### src/assert_macros.svh
// Assertion macros used by the RTL of the local/stack transfer unit.
// Depends on nothing; included by the files that carry assertions.
`ifndef ASSERT_MACROS_SVH
`define ASSERT_MACROS_SVH

// Same-cycle implication, checked outside reset.
`define JLS_ASSERT_IMP(lbl, clk, rst_n, ante, cons, msg) \
  lbl: assert property (@(posedge clk) disable iff (!rst_n) (ante) |-> (cons)) \
    else $error(msg);

// Next-cycle implication, checked outside reset.
`define JLS_ASSERT_NXT(lbl, clk, rst_n, ante, cons, msg) \
  lbl: assert property (@(posedge clk) disable iff (!rst_n) (ante) |=> (cons)) \
    else $error(msg);

`endif

### src/jlstu_pkg.sv
// Shared types, opcodes, status codes and the opcode decoder of the
// local/stack transfer unit. Depends on nothing.
package jlstu_pkg;

  // Result status codes
  localparam logic [2:0] ST_OK     = 3'd0;
  localparam logic [2:0] ST_OVER   = 3'd1;
  localparam logic [2:0] ST_UNDER  = 3'd2;
  localparam logic [2:0] ST_BADLOC = 3'd3;
  localparam logic [2:0] ST_UNSUP  = 3'd4;

  // Operation kinds
  localparam logic [1:0] K_NONE  = 2'd0;
  localparam logic [1:0] K_PUSH  = 2'd1;
  localparam logic [1:0] K_LOAD  = 2'd2;
  localparam logic [1:0] K_STORE = 2'd3;

  // Push source select
  localparam logic [1:0] PS_C0  = 2'd0;
  localparam logic [1:0] PS_C1  = 2'd1;
  localparam logic [1:0] PS_LOC = 2'd2;

  // Opcodes
  localparam logic [7:0] OP_ACONST_NULL = 8'h01;
  localparam logic [7:0] OP_ICONST_M1   = 8'h02;
  localparam logic [7:0] OP_ICONST_5    = 8'h08;
  localparam logic [7:0] OP_LCONST_0    = 8'h09;
  localparam logic [7:0] OP_LCONST_1    = 8'h0A;
  localparam logic [7:0] OP_FCONST_0    = 8'h0B;
  localparam logic [7:0] OP_FCONST_1    = 8'h0C;
  localparam logic [7:0] OP_FCONST_2    = 8'h0D;
  localparam logic [7:0] OP_DCONST_0    = 8'h0E;
  localparam logic [7:0] OP_DCONST_1    = 8'h0F;
  localparam logic [7:0] OP_BIPUSH      = 8'h10;
  localparam logic [7:0] OP_SIPUSH      = 8'h11;
  localparam logic [7:0] OP_ILOAD       = 8'h15;
  localparam logic [7:0] OP_ALOAD       = 8'h19;
  localparam logic [7:0] OP_ILOAD_0     = 8'h1A;
  localparam logic [7:0] OP_ALOAD_3     = 8'h2D;
  localparam logic [7:0] OP_ISTORE      = 8'h36;
  localparam logic [7:0] OP_ASTORE      = 8'h3A;
  localparam logic [7:0] OP_ISTORE_0    = 8'h3B;
  localparam logic [7:0] OP_ASTORE_3    = 8'h4E;

  // IEEE-754 constant bit patterns and the iconst bias
  localparam logic [31:0] FCONST1_BITS = 32'h3F80_0000;
  localparam logic [31:0] FCONST2_BITS = 32'h4000_0000;
  localparam logic [31:0] DCONST1_HI   = 32'h3FF0_0000;
  localparam logic [31:0] ICONST_BIAS  = 32'd3;

  typedef struct packed {
    logic [1:0]  kind;
    logic        two;
    logic [7:0]  idx;
    logic [31:0] c0;   // pushed first
    logic [31:0] c1;
  } dec_t;

  // Controller -> datapath
  typedef struct packed {
    logic       latch_in;
    logic       check;
    logic       push_en;
    logic [1:0] push_src;
    logic       pop_en;
    logic       fill_en;
    logic       loc_rd_en;
    logic       loc_sel_hi;
  } cmd_t;

  // Datapath -> controller
  typedef struct packed {
    logic [1:0] kind;
    logic       two;
    logic [2:0] err;
  } sts_t;

  // Type code 1 (long) and 3 (double) move two words
  function automatic logic is_two(input logic [2:0] t);
    return t[0] & ~t[2];
  endfunction

  function automatic dec_t decode(input logic [7:0] act, input logic [7:0] hi,
                                  input logic [7:0] lo);
    dec_t       d;
    logic [7:0] r;
    d = '0;
    r = '0;
    if (act == OP_ACONST_NULL) begin
      d.kind = K_PUSH;
    end else if (act >= OP_ICONST_M1 && act <= OP_ICONST_5) begin
      d.kind = K_PUSH;
      d.c0   = {24'h0, act} - ICONST_BIAS;
    end else if (act == OP_LCONST_0 || act == OP_DCONST_0) begin
      d.kind = K_PUSH;
      d.two  = 1'b1;
    end else if (act == OP_LCONST_1) begin
      d.kind = K_PUSH;
      d.two  = 1'b1;
      d.c1   = 32'd1;
    end else if (act == OP_FCONST_0) begin
      d.kind = K_PUSH;
    end else if (act == OP_FCONST_1) begin
      d.kind = K_PUSH;
      d.c0   = FCONST1_BITS;
    end else if (act == OP_FCONST_2) begin
      d.kind = K_PUSH;
      d.c0   = FCONST2_BITS;
    end else if (act == OP_DCONST_1) begin
      d.kind = K_PUSH;
      d.two  = 1'b1;
      d.c0   = DCONST1_HI;
    end else if (act == OP_BIPUSH) begin
      d.kind = K_PUSH;
      d.c0   = {{24{hi[7]}}, hi};
    end else if (act == OP_SIPUSH) begin
      d.kind = K_PUSH;
      d.c0   = {{16{hi[7]}}, hi, lo};
    end else if (act >= OP_ILOAD && act <= OP_ALOAD) begin
      r      = act - OP_ILOAD;
      d.kind = K_LOAD;
      d.idx  = hi;
      d.two  = is_two(r[2:0]);
    end else if (act >= OP_ILOAD_0 && act <= OP_ALOAD_3) begin
      r      = act - OP_ILOAD_0;
      d.kind = K_LOAD;
      d.idx  = {6'd0, r[1:0]};
      d.two  = is_two(r[4:2]);
    end else if (act >= OP_ISTORE && act <= OP_ASTORE) begin
      r      = act - OP_ISTORE;
      d.kind = K_STORE;
      d.idx  = hi;
      d.two  = is_two(r[2:0]);
    end else if (act >= OP_ISTORE_0 && act <= OP_ASTORE_3) begin
      r      = act - OP_ISTORE_0;
      d.kind = K_STORE;
      d.idx  = {6'd0, r[1:0]};
      d.two  = is_two(r[4:2]);
    end
    return d;
  endfunction

endpackage

### src/jlstu_ctrl.sv
// Sequencer of the local/stack transfer unit: one item at a time through
// decode, word moves and the result beat. Depends on jlstu_pkg.
module jlstu_ctrl
  import jlstu_pkg::*;
(
  input  logic clk,
  input  logic rst_n,
  input  logic start,
  output logic busy,
  output logic out_valid,
  input  sts_t sts,
  output cmd_t cmd
);

  localparam logic [3:0] S_IDLE  = 4'd0;
  localparam logic [3:0] S_DEC   = 4'd1;
  localparam logic [3:0] S_PUSH0 = 4'd2;
  localparam logic [3:0] S_PUSH1 = 4'd3;
  localparam logic [3:0] S_LD0   = 4'd4;
  localparam logic [3:0] S_LD1   = 4'd5;
  localparam logic [3:0] S_POP0  = 4'd6;
  localparam logic [3:0] S_FILL0 = 4'd7;
  localparam logic [3:0] S_POP1  = 4'd8;
  localparam logic [3:0] S_FILL1 = 4'd9;
  localparam logic [3:0] S_DONE  = 4'd10;

  logic [3:0] state_r, state_nxt;

  always_ff @(posedge clk) begin
    if (!rst_n) begin
      state_r <= S_IDLE;
    end else begin
      state_r <= state_nxt;
    end
  end

  assign busy      = (state_r != S_IDLE);
  assign out_valid = (state_r == S_DONE);

  always_comb begin
    state_nxt = state_r;
    cmd       = '0;
    unique case (state_r)
      S_IDLE: begin
        if (start) begin
          cmd.latch_in = 1'b1;
          state_nxt    = S_DEC;
        end
      end
      S_DEC: begin
        cmd.check = 1'b1;
        if (sts.err != ST_OK) begin
          state_nxt = S_DONE;
        end else if (sts.kind == K_LOAD) begin
          cmd.loc_rd_en = 1'b1;
          state_nxt     = S_LD0;
        end else if (sts.kind == K_STORE) begin
          state_nxt = S_POP0;
        end else begin
          state_nxt = S_PUSH0;
        end
      end
      S_PUSH0: begin
        cmd.push_en  = 1'b1;
        cmd.push_src = PS_C0;
        state_nxt    = sts.two ? S_PUSH1 : S_DONE;
      end
      S_PUSH1: begin
        cmd.push_en  = 1'b1;
        cmd.push_src = PS_C1;
        state_nxt    = S_DONE;
      end
      S_LD0: begin
        cmd.push_en  = 1'b1;
        cmd.push_src = PS_LOC;
        if (sts.two) begin
          cmd.loc_rd_en  = 1'b1;
          cmd.loc_sel_hi = 1'b1;
          state_nxt      = S_LD1;
        end else begin
          state_nxt = S_DONE;
        end
      end
      S_LD1: begin
        cmd.push_en  = 1'b1;
        cmd.push_src = PS_LOC;
        state_nxt    = S_DONE;
      end
      S_POP0: begin
        cmd.pop_en     = 1'b1;
        cmd.loc_sel_hi = sts.two;
        state_nxt      = S_FILL0;
      end
      S_FILL0: begin
        cmd.fill_en = 1'b1;
        state_nxt   = sts.two ? S_POP1 : S_DONE;
      end
      S_POP1: begin
        cmd.pop_en = 1'b1;
        state_nxt  = S_FILL1;
      end
      S_FILL1: begin
        cmd.fill_en = 1'b1;
        state_nxt   = S_DONE;
      end
      S_DONE: begin
        state_nxt = S_IDLE;
      end
      default: begin
        state_nxt = S_IDLE;
      end
    endcase
  end

endmodule

### config.mk
export PLATFORM = sky130hd
export DESIGN_NAME = jlstu_ctrl
export DESIGN_NICKNAME = d
export VERILOG_FILES = /design/src/assert_macros.svh /design/src/jlstu_pkg.sv /design/src/jlstu_ctrl.sv
export SDC_FILE = /design/constraint.sdc
export NUM_CORES = 1
export LEC_CHECK = 0
export BUFFER_PORTS_ARGS = -buffer_cell sky130_fd_sc_hd__buf_2
export CAP_MARGIN = 25
export CORE_AREA = 4 4 41 43
export CTS_BUF_LIST = sky130_fd_sc_hd__clkbuf_4 sky130_fd_sc_hd__clkbuf_8
export DETAILED_ROUTE_END_ITERATION = 16
export DIE_AREA = 0 0 45 47
export GPL_TIMING_DRIVEN = 0
export PLACE_DENSITY = 0.66
export SLEW_MARGIN = 40
export SYNTH_ARGS = -nofsm -noshare
export SYNTH_HDL_FRONTEND = slang
export SYNTH_SLANG_ARGS = --single-unit
export TNS_END_PERCENT = 50
### constraint.sdc
create_clock -name clk -period 1.8 [get_ports clk]
set_clock_uncertainty 0.1 [all_clocks]
set_input_delay 0.36 -clock clk [delete_from_list [all_inputs] [get_ports clk]]
set_output_delay 0.36 -clock clk [all_outputs]
set_load 0.05 [all_outputs]
==> results of run 1 <==
[through the flow]
stage	worst slack (ns)	hold slack [ns]	power [mW]	utilization	area [um2]
after floorplan	-0.201	0.412	0.588	-	402
after global placement	-0.00807	0.501	0.692	0.396	515
after detailed placement	-0.0166	0.512	0.699	0.396	515
after CTS	0.00410	0.296	0.860	0.442	576
after global routing	-0.0673	0.305	0.959	0.472	614
final	0.0240	0.303	0.898	0.472	614
[kinds of logic (layout without fill, tap and decap cells)]
family,count (synthesis),in the layout,share of synthesized area
and+or+nand+nor,25,25,0.347
buffers and inverters,7,30,0.136
AOI/OAI and AO/OA,14,14,0.263
DFF,4,4,0.208
xor gates and xnor gates,2,2,0.0455
[power by group]
part | total [mW] | internal (mW) | switching [mW]
registers | 0.139 | 0.115 | 0.0236
logic | 0.651 | 0.234 | 0.417
clock network | 0.108 | 0.0744 | 0.0336
[worst max-delay path by stage]
| stage | to | depth (start not counted) | slack [ns] |
|---|---|---|---|
| 2_1_floorplan | cmd[1] | 3 | -0.20 |
| 3_3_place_gp | cmd[1] | 5 | -0.008 |
| 3_5_place_dp | cmd[1] | 5 | -0.02 |
| 4_1_cts | cmd[1] | 5 | 0.004 |
| 5_1_grt | cmd[1] | 5 | -0.07 |
| 6_report | cmd[1] | 5 | 0.02 |
[worst register-to-register path, stage by stage (launching register included)]
cell and delay [ns]:
dfxtp_2 0.31, buf_8 0.13, buf_4 0.15, xnor2_2 0.18, a2bb2oi_1 0.17, a2bb2oi_1 0.18, a21oi_1 0.08
[cell type report]
class | count | area (um2) | share of cell area
repair buffers | 20 | 129 | 0.210
plain buffers | 4 | 51.3 | 0.0835
well taps | 15 | 18.8 | 0.0305
flip-flops and latches | 4 | 83.8 | 0.136
multi-input cells | 41 | 298 | 0.485
clock buffers | 3 | 22.5 | 0.0367
inverters | 3 | 11.3 | 0.0183
[cells in the final DEF, fill, tap and decap left out, drive strengths merged]
cell / synthesis / final
and2b: 1 / 1
a21oi: 5 / 5
nand3b: 2 / 2
nand3: 1 / 1
nor4: 1 / 1
or3: 1 / 1
dfxtp: 4 / 4
clkbuf: 2 / 5
nor3b: 1 / 1
a2bb2oi: 3 / 3
o211ai: 2 / 2
inv: 3 / 3
o2bb2ai: 1 / 1
nand2: 5 / 5
nor3: 3 / 3
buf: 2 / 22
o32a: 1 / 1
xnor2: 2 / 2
a22oi: 1 / 1
nor2: 8 / 8
o21ai: 1 / 1
and3: 2 / 2
[timing repair]
action                                  in CTS  in global routing
pin swaps                                    1                  4
gates resized for setup                     14                  8
buffers inserted                             0                  1
hold buffers                                 0                  0
gates cloned                                 0                  0
endpoints found under the setup margin       6                  6
[routing by layer]
metal,wire (um),global-route usage,vias up,share of wire
li1,-,-,237,-
met1,518,0.166,205,0.48
met2,489,0.150,19,0.45
met3,68,0.0307,0,0.063
met4,0,0.0175,0,0
met5,0,0,-,0
==> impl_summary.log, run 1 <==
[metrics] Startpoint Class: flop
[metrics] Largest register FFs: 4
[metrics] Final Routed Wirelength: 1080 um
[metrics] detail-routed via count per cell: 5.12
[metrics] endpoints failing hold: 0
[metrics] final standard cell count with taps included and fillers excluded: 90
[metrics] all-layer global routing usage: 0.108
[metrics] latest clock arrival within the worst-skew pair: 0.23 ns
[metrics] Crit path largest cell delay: 0.31 ns
[metrics] clock root buffer: clkbuf_4
[metrics] crit-path cells: buf_8, nor2_4, nand3b_1, o2bb2ai_2, buf_6
[metrics] actual transition at the worst max-transition pin: 0.420 ns
[metrics] required time worst endpoint: 1.34 ns
[metrics] standard cell with the maximum stage delay on the critical path: dfxtp_2
[metrics] synth cell count leaders: nor2_1, nand2_1, a21oi_1, dfxtp_1
[metrics] count of mapped cells out of synthesis: 52
[metrics] result of the run: complete, no violations
[metrics] worst slew margin relative to its limit: 0.719
[metrics] total of endpoints with negative setup slack in the final report: 0
[metrics] estimated wirelength of the detail-placed design: 814 um
[metrics] Antenna Nets Post-Route: 0
[metrics] startpoint of the worst hold path: sts[5]
[metrics] arrival time of the worst setup path: 1.32 ns
[metrics] post-synthesis net count: 61
[metrics] diodes inserted: 0
[metrics] worst setup slack for register-to-register paths: 0.37 ns
[metrics] Setup Total Neg Slack: 0 ns
[metrics] Buffers on Ports: 19
[metrics] unrepaired setup endpoints after global routing: true
[metrics] final layout net count: 86
[metrics] die height: 47 um
[metrics] Placed Instances: 86
[metrics] GRT Residual Overflow: 0
[metrics] TritonCTS clock tree: done
[metrics] final period demand of the worst path: 1.78 ns
[metrics] family with the most delay on the worst path: flip-flops
[metrics] overall via count from detail_route: 461
[metrics] Initial Util: 0.296
[metrics] sink of the worst hold path: state_r[2]
[metrics] Starting DRT DRC Count: 3
[metrics] Cell Pwr Density: 1460 nW/um2
[metrics] FP Rows: 13
[metrics] wire length of the first global-routing pass: 1740 um
[metrics] portion of synthesized cell area occupied by the leading cell type: 0.208
[metrics] class of the worst hold path: in2reg
[metrics] Yosys warning total: 0
[metrics] share of layout cells above drive strength 1: 0.573
[metrics] total iterations of the first detailed-routing run: 4
[metrics] register with the highest flop count: state_r
[metrics] overall die area: 2120 um2
[metrics] Achievable Freq: 563 MHz
[metrics] Critical path origin: state_r[1]
[metrics] Sink Count: 4
[metrics] most used standard cell by instance count after synthesis: nor2_1
[metrics] Setup crit end kind: output pin
[metrics] share of async-settable or async-resettable flops after synthesis: 0
[metrics] Clock Path Buffers: 2
[metrics] count of flip-flops with a built-in enable after synthesis: 0
[metrics] cell type with the highest aggregate area in the netlist: dfxtp_1
[metrics] DRC violation count after routing: 0
[metrics] clock transition time at the flip-flop clock pins of the worst setup and hold paths: 0.03 ns
[metrics] Final Max Slew Viols: 0
[metrics] Area contributors post-synth: dfxtp_1, nor2_1, a2bb2oi_1, buf_6, a21oi_1
[metrics] part of the cycle the worst path needs: 0.987
[metrics] number of buffers and inverters on the critical path: 2
[metrics] post-synthesis area per instance: 7.41 um2
[metrics] start of the worst register-to-register path: state_r[1]
[metrics] area added between synthesis and finish: 59.4%
[metrics] MaxCap Viol Count: 0
[metrics] area of the placeable core: 1300 um2
[metrics] number of cell instances on the worst register-to-register path: 6
[metrics] RD Place Congestion: 0.841
[metrics] sequential area share after synthesis: 0.208
[metrics] Worst Path Class, Setup: reg2out
[metrics] top flop regs: state_r (4)
[metrics] pin count of the biggest net entering global routing: 11
[metrics] Hold Crit Depth: 3
[metrics] Routed wire per std cell: 12.0 um
[metrics] top-level port count: 20
[metrics] most used flip-flop cell after synthesis: dfxtp_1
[metrics] worst r2r dst: state_r[3]
[metrics] H-tree Lvls: 1
[metrics] Syn Std Cell Area: 385 um2
[metrics] maximum vdd ir drop: 646 uV
[metrics] via count of the first global-routing pass: 389
[metrics] highest net fanout along the worst path: 8
[metrics] antenna violations before repair: 0
[metrics] #FFs+latches synth: 4
[metrics] Leak Pwr: 0.282 nW
[metrics] number of fillers in the final layout: 141
[metrics] Inserted Clock Buffers: 3
[metrics] horizontal extent of the die: 45 um
[metrics] library cells used by synthesis: 26
Note: power is estimated with default switching activity, not from simulation.
==> run 2, diff against run 1 <==
--- a/config.mk
+++ b/config.mk
@@ -9,6 +9,7 @@
 export CAP_MARGIN = 25
 export CORE_AREA = 4 4 41 43
 export CTS_BUF_LIST = sky130_fd_sc_hd__clkbuf_4 sky130_fd_sc_hd__clkbuf_8
+export CTS_CLUSTER_DIAMETER = 50
 export DETAILED_ROUTE_END_ITERATION = 16
 export DIE_AREA = 0 0 45 47
 export GPL_TIMING_DRIVEN = 0
==> constraint.sdc (replaced) <==
create_clock -name clk -period 1.8 [get_ports clk]
set_clock_uncertainty 0.1 [all_clocks]
set_input_delay 0.27 -clock clk [delete_from_list [all_inputs] [get_ports clk]]
set_output_delay 0.27 -clock clk [all_outputs]
set_load 0.05 [all_outputs]
==> run 2 against run 1 <==
  * Clock power is essentially flat
  * Cell area shrank 6.7%
  * Register-to-register slack gained 0.04 ns
  * Die area is the same
  * Total power shrank 4.9%
  * Setup slack gained 0.0046 ns
  * Critical endpoint is now cmd[4]
==> impl_summary.log, run 2 (same netlist as run 1, synthesis figures left out) <==
[metrics] arrival time of the worst setup path: 1.40 ns (+0.08 ns)
[metrics] Gate power share: 0.716 (-0.009)
[metrics] clock transition time at the flip-flop clock pins of the worst setup and hold paths: 0.04 ns (about the same)
[metrics] Achievable Freq: 565 MHz (+0.26%)
[metrics] wire length of the first global-routing pass: 1780 um (+2.4%)
[metrics] diodes inserted: 0 (unchanged)
[metrics] estimated wirelength of the detail-placed design: 820 um (+0.69%)
[metrics] worst slew margin relative to its limit: 0.712 (-0.00646)
[metrics] Placement Cell Area: 510 um2 (-0.97%)
[metrics] GRT Residual Overflow: 0 (unchanged)
[metrics] number of buffers and inverters on the critical path: 4 (+2)
[metrics] part of the cycle the worst path needs: 0.984 (-0.00255)
[metrics] area added between synthesis and finish: 48.7%
[metrics] hold buffers post-CTS: 0 (unchanged)
[metrics] Startpoint Class: flop
[metrics] area of the placeable core: 1300 um2 (unchanged)
[metrics] maximum vdd ir drop: 669 uV (+3.5%)
[metrics] crit-path cells: clkbuf_8, clkinvlp_4, buf_4, nor4_2, buf_4
[metrics] via count of the first global-routing pass: 407 (+4.6%)
[metrics] final layout net count: 86 (unchanged)
[metrics] Cell Pwr Density: 1490 nW/um2 (+2.0%)
[metrics] clock root buffer: clkbuf_4
[metrics] class of the worst hold path: in2reg
[metrics] DRC violation count after routing: 0 (unchanged)
[metrics] latest clock arrival within the worst-skew pair: 0.23 ns (about the same)
[metrics] Worst Path Class, Setup: reg2out
[metrics] family with the most delay on the worst path: buffers and inverters
[metrics] total iterations of the first detailed-routing run: 5 (+1)
[metrics] MaxCap Viol Count: 0 (unchanged)
[metrics] antenna violations before repair: 0 (unchanged)
[metrics] flip-flop and latch area: 82.6 um2 (-1.5%)
[metrics] final instance area: 573 um2 (-6.7%)
[metrics] Clock Path Buffers: 2 (unchanged)
[metrics] top flop regs: state_r (4)
[metrics] TritonCTS clock tree: done
[metrics] RD Place Congestion: 0.820 (-2.6%)
[metrics] clock share of power: 0.127 (+0.007)
[metrics] overall die area: 2120 um2 (unchanged)
[metrics] Routed wire per std cell: 12.0 um (+0.46%)
[metrics] Buffers on Ports: 19 (unchanged)
[metrics] switching part of the total power: 0.545 (+0.0167)
[metrics] Starting DRT DRC Count: 17 (+14)
[metrics] Placed Instances: 86 (unchanged)
[metrics] share of layout cells above drive strength 1: 0.507 (-0.0667)
[metrics] overall via count from detail_route: 464 (+0.65%)
[metrics] Inserted Clock Buffers: 3 (unchanged)
[metrics] result of the run: complete, no violations
[metrics] number of fillers in the final layout: 157 (+11%)
[metrics] internal power component: 0.389 mW (-8.2%)
[metrics] startpoint of the worst hold path: sts[5]
[metrics] FP Rows: 13 (unchanged)
[metrics] Critical path origin: state_r[1]
[metrics] most frequent standard cell in the layout excluding fill and tap cells: buf_2
[metrics] Hold Crit Depth: 3 (unchanged)
[metrics] H-tree Lvls: 1 (unchanged)
[metrics] start of the worst register-to-register path: state_r[1]
[metrics] top-level port count: 20 (unchanged)
[metrics] Largest register FFs: 4 (unchanged)
[metrics] unrepaired setup endpoints after global routing: true
[metrics] number of cell instances on the worst register-to-register path: 5 (-1)
[metrics] Initial Util: 0.296 (unchanged)
[metrics] Final Routed Wirelength: 1080 um (+0.46%)
[metrics] highest net fanout along the worst path: 10 (+2)
[metrics] Setup crit end kind: output pin
[metrics] power dissipated by switching net loads: 0.465 mW (-1.9%)
[metrics] combined area of the multi-input logic cells: 274 um2 (-8.0%)
[metrics] Antenna Nets Post-Route: 0 (unchanged)
[metrics] total of endpoints with negative setup slack in the final report: 0 (unchanged)
[metrics] actual transition at the worst max-transition pin: 0.430 ns (+0.00965 ns)
[metrics] Worst path depth: 5 (unchanged)
[metrics] standard cell with the maximum stage delay on the critical path: dfxtp_1
[metrics] pin count of the biggest net entering global routing: 11 (unchanged)
[metrics] Worst path most repeated cell: buf_4
[metrics] Leak Pwr: 0.268 nW (-5.0%)
[metrics] register with the highest flop count: state_r
[metrics] sequential power share: 0.157 (+0.002)
[metrics] all-layer global routing usage: 0.112 (+0.00404)
[metrics] commonest non-fill, non-tap cells in the layout: buf_2, nor2_1, nand2_1
[metrics] final period demand of the worst path: 1.77 ns (-0.00459 ns)
[metrics] Final Max Slew Viols: 0 (unchanged)
[metrics] Crit path largest cell delay: 0.31 ns (about the same)
[metrics] required time worst endpoint: 1.43 ns (+0.09 ns)
[metrics] final standard cell count with taps included and fillers excluded: 90 (unchanged)
[metrics] endpoints failing hold: 0 (unchanged)
[metrics] die height: 47 um (unchanged)
[metrics] detail-routed via count per cell: 5.16 (+0.65%)
[metrics] Sink Count: 4 (unchanged)
[metrics] horizontal extent of the die: 45 um (unchanged)
==> run 2: changes by cell type in the layout (fill, tap and decap cells not counted), moves of 2 or more <==
cell    previous run  this run
nor3_1             1         3
buf_6              5         3
buf_2             13        15
nor3_2             2         0
==> run 2: path summary, 6_finish.rpt <==
path	to	slack (ns)
max reg2reg	state_r[0]	0.41
max	cmd[4]	0.03
min reg2reg	state_r[0]	0.52
min	state_r[2]	0.21
==> run 2: metrics by stage <==
stage	setup slack (ns)	hold WS (ns)	utilization	setup TNS, ns	power [mW]
after global routing	-0.0848	0.233	0.440	-0.123	0.913
final	0.0286	0.207	0.440	0	0.854
after detailed placement	0.186	0.449	0.392	0	0.699
after CTS	0.0391	0.205	0.417	0	0.825
after floorplan	-0.185	0.322	-	-0.289	0.587
after global placement	0.183	0.452	0.392	0	0.695
==> run 2: cell type report <==
class | count | share of cell area
plain buffers | 4 | 0.0721
clock buffers | 3 | 0.0393
inverters | 3 | 0.0262
multi-input cells | 41 | 0.478
flip-flops and latches | 4 | 0.144
well taps | 15 | 0.0328
repair buffers | 20 | 0.207
==> run 2: routing by layer <==
layer  global-route usage  up-vias  part of all wire
li1                     -      235                 -
met1                0.144      205              0.42
met2                0.198       20              0.49
met3               0.0115        4             0.061
met4               0.0351        0             0.031
met5                    0        -                 0
==> run 2: timing repair <==
| action | 4_1_cts | 5_1_grt |
|---|---|---|
| gates resized for setup | 4 | 10 |
| setup buffers | 0 | 1 |
| pin swaps | 0 | 1 |
| endpoints found under the setup margin | 3 | 6 |
==> run 2: worst reg2reg max path: cells and delay by family (launching register included) <==
family | cells | cell delay, ns
AO/OA/AOI/OAI | 1 | 0.38
AND/OR/NAND/NOR | 3 | 0.33
flip-flops | 1 | 0.29
buffers and inverters | 1 | 0.17
==> run 2: power by group through the flow <==
stage               combinational [mW]  clock, mW  sequential, mW
detailed placement               0.569          0           0.130
global route                     0.660      0.115           0.137
CTS                              0.581      0.114           0.130
global placement                 0.565          0           0.130
finish                           0.611      0.109           0.134
floorplan                        0.461          0           0.126
